--- config.mk ---
export PLATFORM = sky130hd
export DESIGN_NAME = bop_ctrl
export DESIGN_NICKNAME = d
export VERILOG_FILES = /design/src/design/bop_pkg.sv /design/src/design/bop_ctrl.sv
export SDC_FILE = /design/constraint.sdc
export NUM_CORES = 1
export LEC_CHECK = 0
export BUFFER_PORTS_ARGS = -buffer_cell sky130_fd_sc_hd__buf_2
export CELL_PAD_IN_SITES_DETAIL_PLACEMENT = 2
export CELL_PAD_IN_SITES_GLOBAL_PLACEMENT = 2
export CORE_ASPECT_RATIO = 0.7
export CORE_MARGIN = 2
export CORE_UTILIZATION = 35
export CTS_CLUSTER_SIZE = 25
export DETAILED_ROUTE_END_ITERATION = 10
export HOLD_SLACK_MARGIN = 0.06
export PLACE_DENSITY_LB_ADDON = 0.1
export SYNTH_ARGS = -nofsm -noshare
export SYNTH_HDL_FRONTEND = slang
export SYNTH_SLANG_ARGS = --single-unit
--- constraint.sdc ---
create_clock -name clk -period 5.45 [get_ports clk]
set_input_delay 0 -clock clk [delete_from_list [all_inputs] [get_ports clk]]
set_output_delay 0 -clock clk [all_outputs]
set_load 0.02 [all_outputs]
--- src/design/bop_pkg.sv ---
// Types, constants and helper functions of the binomial option pricer.
package bop_pkg;

	localparam int MAX_STEPS = 128;
	localparam int STEP_W = $clog2(MAX_STEPS + 1);
	localparam int LAT_DEPTH = (MAX_STEPS + 1) * (MAX_STEPS + 2) / 2;
	localparam int LAT_AW = $clog2(LAT_DEPTH);
	localparam int VR_DEPTH = MAX_STEPS + 1;
	localparam int VR_AW = $clog2(VR_DEPTH);
	localparam int DATA_W = 32;
	localparam int PROD_W = 2 * DATA_W;
	localparam logic [DATA_W-1:0] ONE_Q31 = 32'h8000_0000;

	// Configuration register indexes.
	localparam logic [1:0] REG_UP_FACTOR = 2'd0;
	localparam logic [1:0] REG_DOWN_FACTOR = 2'd1;
	localparam logic [1:0] REG_UP_PROB = 2'd2;
	localparam logic [1:0] REG_DISCOUNT = 2'd3;

	typedef enum logic [3:0] {
		S_IDLE,
		S_ROOT,
		S_BLD_RD,
		S_BLD_MUL,
		S_BLD_WR,
		S_LEAF_RD,
		S_LEAF_WR,
		S_BK_RD,
		S_BK_UP,
		S_BK_DN,
		S_BK_SUM,
		S_BK_DISC,
		S_BK_WR,
		S_FIN_RD,
		S_FIN
	} bop_state_t;

	typedef enum logic [3:0] {
		OP_NONE,
		OP_BUILD_MUL,
		OP_BUILD_WR,
		OP_LEAF_WR,
		OP_MUL_UP,
		OP_MUL_DN,
		OP_SUM,
		OP_DISC,
		OP_NODE_WR
	} bop_op_t;

	typedef struct packed {
		logic load;
		logic root_wr;
		logic lat_re;
		logic [LAT_AW-1:0] lat_raddr;
		logic lat_we;
		logic [LAT_AW-1:0] lat_waddr;
		logic vr_re;
		logic [VR_AW-1:0] vr_raddr;
		logic vr_we;
		logic [VR_AW-1:0] vr_waddr;
		bop_op_t op;
		logic use_down;
		logic last_node;
		logic fin;
	} bop_cmd_t;

	typedef struct packed {
		logic [STEP_W-1:0] steps;
	} bop_status_t;

	// Exercise payoff of one asset value.
	function automatic logic [DATA_W-1:0] payoff(input logic [DATA_W-1:0] s,
			input logic [DATA_W-1:0] k, input logic put);
		logic [DATA_W-1:0] r;
		if (put) begin
			r = (k > s) ? (k - s) : '0;
		end else begin
			r = (s > k) ? (s - k) : '0;
		end
		return r;
	endfunction

endpackage

--- src/design/bop_ctrl.sv ---
// Controller of the binomial option pricer: state machine and lattice counters.
module bop_ctrl import bop_pkg::*; (
	input  logic        clk,
	input  logic        arst_n,
	input  logic        in_valid,
	output logic        in_stall,
	output logic        out_valid,
	input  logic        out_stall,
	input  bop_status_t status,
	output bop_cmd_t    cmd
);

	bop_state_t state_q, state_d;
	logic [STEP_W-1:0] n_q, j_q;
	logic [LAT_AW-1:0] pbase_q, cbase_q;
	logic out_valid_q;
	logic row_end, can_fin;

	assign row_end = (j_q == n_q);
	assign can_fin = !out_valid_q || !out_stall;

	// Next state.
	always_comb begin
		state_d = state_q;
		case (state_q)
			S_IDLE: if (in_valid) begin
				state_d = S_ROOT;
			end
			S_ROOT: state_d = (status.steps == '0) ? S_LEAF_RD : S_BLD_RD;
			S_BLD_RD: state_d = S_BLD_MUL;
			S_BLD_MUL: state_d = S_BLD_WR;
			S_BLD_WR: begin
				if (row_end && n_q == status.steps) begin
					state_d = S_LEAF_RD;
				end else begin
					state_d = S_BLD_RD;
				end
			end
			S_LEAF_RD: state_d = S_LEAF_WR;
			S_LEAF_WR: begin
				if (j_q != status.steps) begin
					state_d = S_LEAF_RD;
				end else if (status.steps == '0) begin
					state_d = S_FIN_RD;
				end else begin
					state_d = S_BK_RD;
				end
			end
			S_BK_RD: state_d = S_BK_UP;
			S_BK_UP: state_d = S_BK_DN;
			S_BK_DN: state_d = S_BK_SUM;
			S_BK_SUM: state_d = S_BK_DISC;
			S_BK_DISC: state_d = S_BK_WR;
			S_BK_WR: state_d = (row_end && n_q == '0) ? S_FIN_RD : S_BK_RD;
			S_FIN_RD: state_d = S_FIN;
			S_FIN: if (can_fin) begin
				state_d = S_IDLE;
			end
			default: state_d = S_IDLE;
		endcase
	end

	// Commands to the datapath.
	always_comb begin
		cmd = '0;
		cmd.op = OP_NONE;
		case (state_q)
			S_IDLE: cmd.load = in_valid;
			S_ROOT: begin
				cmd.root_wr = 1'b1;
				cmd.lat_we = 1'b1;
				cmd.lat_waddr = '0;
			end
			S_BLD_RD: begin
				cmd.lat_re = 1'b1;
				cmd.lat_raddr = (j_q == '0) ? pbase_q
					: pbase_q + LAT_AW'(j_q) - LAT_AW'(1);
			end
			S_BLD_MUL: begin
				cmd.op = OP_BUILD_MUL;
				cmd.use_down = (j_q == '0);
			end
			S_BLD_WR: begin
				cmd.op = OP_BUILD_WR;
				cmd.lat_we = 1'b1;
				cmd.lat_waddr = cbase_q + LAT_AW'(j_q);
			end
			S_LEAF_RD: begin
				cmd.lat_re = 1'b1;
				cmd.lat_raddr = cbase_q + LAT_AW'(j_q);
			end
			S_LEAF_WR: begin
				cmd.op = OP_LEAF_WR;
				cmd.vr_we = 1'b1;
				cmd.vr_waddr = VR_AW'(j_q);
				cmd.last_node = (status.steps == '0);
			end
			S_BK_RD: begin
				cmd.vr_re = 1'b1;
				cmd.vr_raddr = VR_AW'(j_q) + VR_AW'(1);
			end
			S_BK_UP: begin
				cmd.op = OP_MUL_UP;
				cmd.vr_re = 1'b1;
				cmd.vr_raddr = VR_AW'(j_q);
			end
			S_BK_DN: begin
				cmd.op = OP_MUL_DN;
				cmd.lat_re = 1'b1;
				cmd.lat_raddr = cbase_q + LAT_AW'(j_q);
			end
			S_BK_SUM: cmd.op = OP_SUM;
			S_BK_DISC: cmd.op = OP_DISC;
			S_BK_WR: begin
				cmd.op = OP_NODE_WR;
				cmd.vr_we = 1'b1;
				cmd.vr_waddr = VR_AW'(j_q);
				cmd.last_node = (n_q == '0);
			end
			S_FIN_RD: begin
				cmd.vr_re = 1'b1;
				cmd.vr_raddr = '0;
			end
			S_FIN: cmd.fin = can_fin;
			default: ;
		endcase
	end

	// State, lattice counters and the output valid flag.
	always_ff @(posedge clk or negedge arst_n) begin
		if (!arst_n) begin
			state_q <= S_IDLE;
			n_q <= '0;
			j_q <= '0;
			pbase_q <= '0;
			cbase_q <= '0;
			out_valid_q <= 1'b0;
		end else begin
			state_q <= state_d;
			if (cmd.fin) begin
				out_valid_q <= 1'b1;
			end else if (!out_stall) begin
				out_valid_q <= 1'b0;
			end
			case (state_q)
				S_ROOT: begin
					j_q <= '0;
					pbase_q <= '0;
					if (status.steps == '0) begin
						n_q <= '0;
						cbase_q <= '0;
					end else begin
						n_q <= STEP_W'(1);
						cbase_q <= LAT_AW'(1);
					end
				end
				S_BLD_WR: begin
					if (!row_end) begin
						j_q <= j_q + STEP_W'(1);
					end else begin
						j_q <= '0;
						if (n_q != status.steps) begin
							n_q <= n_q + STEP_W'(1);
							pbase_q <= cbase_q;
							cbase_q <= cbase_q + LAT_AW'(n_q) + LAT_AW'(1);
						end
					end
				end
				S_LEAF_WR: begin
					if (j_q != status.steps) begin
						j_q <= j_q + STEP_W'(1);
					end else begin
						j_q <= '0;
						n_q <= status.steps - STEP_W'(1);
						cbase_q <= cbase_q - LAT_AW'(status.steps);
					end
				end
				S_BK_WR: begin
					if (!row_end) begin
						j_q <= j_q + STEP_W'(1);
					end else begin
						j_q <= '0;
						if (n_q != '0) begin
							n_q <= n_q - STEP_W'(1);
							cbase_q <= cbase_q - LAT_AW'(n_q);
						end
					end
				end
				default: ;
			endcase
		end
	end

	assign in_stall = (state_q != S_IDLE);
	assign out_valid = out_valid_q;

endmodule

==> impl_metrics.csv <==
group,metric,value,unit
status,status,"complete, no violations",
floorplan,std_cell_rows,39,
sta,holdWs,0.149,ns
detailed_routing,post_drt_wl_per_cell,21.2,um
finish,final_cell_mix,"nand2_1, nor2_1, buf_2",
floorplan,die_height,111,um
finish,stdcell_count,1044,
critical_path,cp-end-kind,"register",
finish,fin_util,39.1,%
synth,synth_area,5740,um2
synth,synth_edf_count,0,
synth,ys.warnings.count,0,
hold_path,hp-start,"in_valid",
synth,syn-instance-count,787,
synth,ys_ff_latch,49,
floorplan,initial_core_util,35.5,%
finish,final_common_cell,"nand2_1",
floorplan,ioPinCount,71,
sta,finalCriticalPeriod,4.35,ns
global_routing,first_global_vias,6401,
global_routing,antenna_found_initial,0,
detailed_routing,drt-pass1-iter-count,4,
global_routing,grt_max_degree,50,
power,p_leak,2.84,nW
sta,slew_headroom,21.6,%
finish,diodes,0,
detailed_routing,totalWireLength,22100,um
global_routing,gr-total-overflow,0,
power,power.total,0.724,mW
power,max-vdd-ir-drop,0.101,mV
clock_tree,cts_resized,0,
synth,synth_compound_area_share,26.0,%
finish,nets,883,
clock_tree,cts_tree,"done",
placement,place.gp.congestion,0.960,
clock_tree,numCtsBuffers,5,
synth,synthXorXnorAreaFrac,9.61,%
sta,finClkSkew,0.0197,ns
synth,ys_async_sr_fraction,100,%
synth,synth_ff_type,"dfrtp_1",
critical_path,reg2reg_depth,15,
sta,finalCritPeriodShare,79.8,%
sta,max_freq,230,MHz
synth,synthMuxAreaShare,1.74,%
placement,hpwlAfterDp,17200,um
global_routing,grtUsageTotal,26.2,%
synth,synth_fa_ha_area_share,12.1,%
sta,rsz0062_at_grt,"no",
critical_path,cp.required,5.66,ns
finish,final_area,6340,um2
floorplan,core-area,16200,um2
hold_path,hold_class,"in2reg",
placement,pre_cts_ws,1.27,ns
hold_path,min_path_cells,4,
critical_path,crit_fanout,23,
critical_path,timing.rr.start,"state_q[0]",
clock_tree,cts_sinks,49,
finish,drive_above_1_share,11.5,%
sta,slew_violations,0,
detailed_routing,vias,5902,
power,pwr-share-seq,50.2,%
clock_tree,clk_latency,0.32,ns
placement,postPlaceCellArea,6180,um2
detailed_routing,drc,0,
clock_tree,clockBufferDepth,2,
critical_path,r2r_setup_slack,1.10,ns
power,combPwrFrac,4.4,%
power,p_int,0.544,mW
critical_path,crit_arrival,4.56,ns
global_routing,grt_pass1_wl,35900,um
detailed_routing,drtIter0Drc,293,
detailed_routing,final_antenna_net_count,0,
synth,syn-num-nets,852,
clock_tree,root_buffer,"clkbuf_16",
synth,ys_types,59,
critical_path,r2r-end,"cbase_q[12]",
sta,hold_viol,0,
clock_tree,htree_levels,2,
flow_run,cap_viol_max_count,0,
placement,placed_cells_incl_taps,1034,
clock_tree,ctsHoldBuffers,2,
sta,finalSetupViolations,0,
sta,tns,0,ns
placement,port_buffers,70,
synth,seq_area_frac_synth,21.3,%
synth,synthSimpleGateAreaFrac,21.0,%
finish,area_delta_synth_final,10.4,%
power,swShare,24.8,%
critical_path,cp-start-kind,"register",
detailed_routing,viasPerCell,5.65,
floorplan,dieArea,17500,um2
hold_path,holdPathEnd,"state_q[0]",
sta,worst_pin_slew,1.17,ns
floorplan,die_x,157,um
synth,syn_area_per_cell,7.30,um2
sta,layout_setup_ws,1.10,ns
clock_tree,clkTransAtPathRegs,0.08,ns
power,power_density,114,nW/um2
power,clkPwrFrac,45.4,%
critical_path,critPathKind,"reg2reg",
synth,synth_top_family_by_area,"compound AO/OA/AOI/OAI gates",
power,p_sw,0.179,mW
clock_tree,cts_setup_buffers,0,
final cells by class:
| class | instances | area [um2] |
|---|---|---|
| sequential | 49 | 1230 |
| fill | 1951 | 9860 |
| clock buffer | 7 | 133 |
| tap | 225 | 282 |
| multi-input combinational | 622 | 4050 |
| clock inverter | 1 | 7.51 |
| inverter | 62 | 233 |
| timing repair buffer | 78 | 415 |
cell families (layout without fill, tap and decap cells):
| group | after synthesis | in the layout |
|---|---|---|
| xor+xnor | 63 | 63 |
| buf+inv | 116 | 148 |
| mux | 10 | 10 |
| compound gates | 237 | 237 |
| flops | 49 | 49 |
| simple gates | 259 | 259 |
| fa+ha+maj | 53 | 53 |
layer usage:
layer | GRT usage [%] | vias to the layer above | part of all wire (%)
met5 | 0 | - | 0
li1 | - | 2835 | -
met3 | 3.28 | 18 | 2.8
met2 | 41.2 | 77 | 45
met1 | 38.1 | 2972 | 51
met4 | 5.76 | 0 | 1.2
how the worst max path moves through the flow:
stage                  endpoint  slack, ns        from  cells after the start
floorplan           cbase_q[12]       2.30  state_q[1]                     17
global placement    cbase_q[12]       1.55  state_q[0]                     15
detailed placement  cbase_q[12]       1.27  state_q[0]                     15
CTS                 cbase_q[12]       1.16  state_q[0]                     15
global route        cbase_q[12]       0.70  state_q[0]                     15
finish              cbase_q[12]       1.10  state_q[0]                     15
power groups by stage:
stage | logic [mW] | clock network (mW) | registers [mW]
after floorplan | 0.0126 | 0 | 0.371
after global placement | 0.0310 | 0 | 0.370
after detailed placement | 0.0314 | 0 | 0.370
after CTS | 0.0326 | 0.340 | 0.363
after global routing | 0.0353 | 0.352 | 0.363
final | 0.0318 | 0.328 | 0.363
sequential cells by signal (all words and copies together), names as in the netlist:
name and cells:
j_q 8, n_q 8, cbase_q 14, state_q 4, pbase_q 14, out_valid 1
synthesized netlist by cell type (3+ instances only):
master    instances  share of area [%]
a211oi_1         10                1.3
a21o_1            6               0.78
a21oi_1          53                4.6
a22oi_1           5               0.65
a31oi_1           8               0.87
a32oi_1           5               0.76
and3_1            5               0.54
buf_1             4               0.26
buf_2             9               0.78
buf_6             3               0.59
clkbuf_1         36                2.4
dfrtp_1          49                 21
fa_1              4                1.4
ha_1             49                 11
inv_1            61                4.0
mux2i_1          10                1.7
nand2_1          80                5.2
nand2b_1         13                1.4
nand3_1          18                1.6
nand4_1           5               0.54
nor2_1           79                5.2
nor2b_1           7               0.76
nor3_1           20                1.7
nor4_1            9               0.98
o21a_1           10                1.3
o21ai_0          68                5.9
o21bai_1          5               0.65
o22ai_1          24                2.6
o31ai_1          24                3.1
or3_1             7               0.76
xnor2_1          23                3.5
xor2_1           40                6.1
worst max-delay path: stages (launching register included):
cell,delay [ns]
dfrtp_1,0.65
nor2_2,0.33
nand3_1,0.50
inv_2,0.41
nand2_1,0.08
o21ai_0,0.09
ha_1,0.21
inv_1,0.06
fa_1,0.45
a211oi_1,0.27
o21bai_1,0.11
a21oi_1,0.24
o21a_1,0.23
and2_1,0.22
a22oi_1,0.11
o31ai_1,0.26
(Power assumes the default switching activity.)
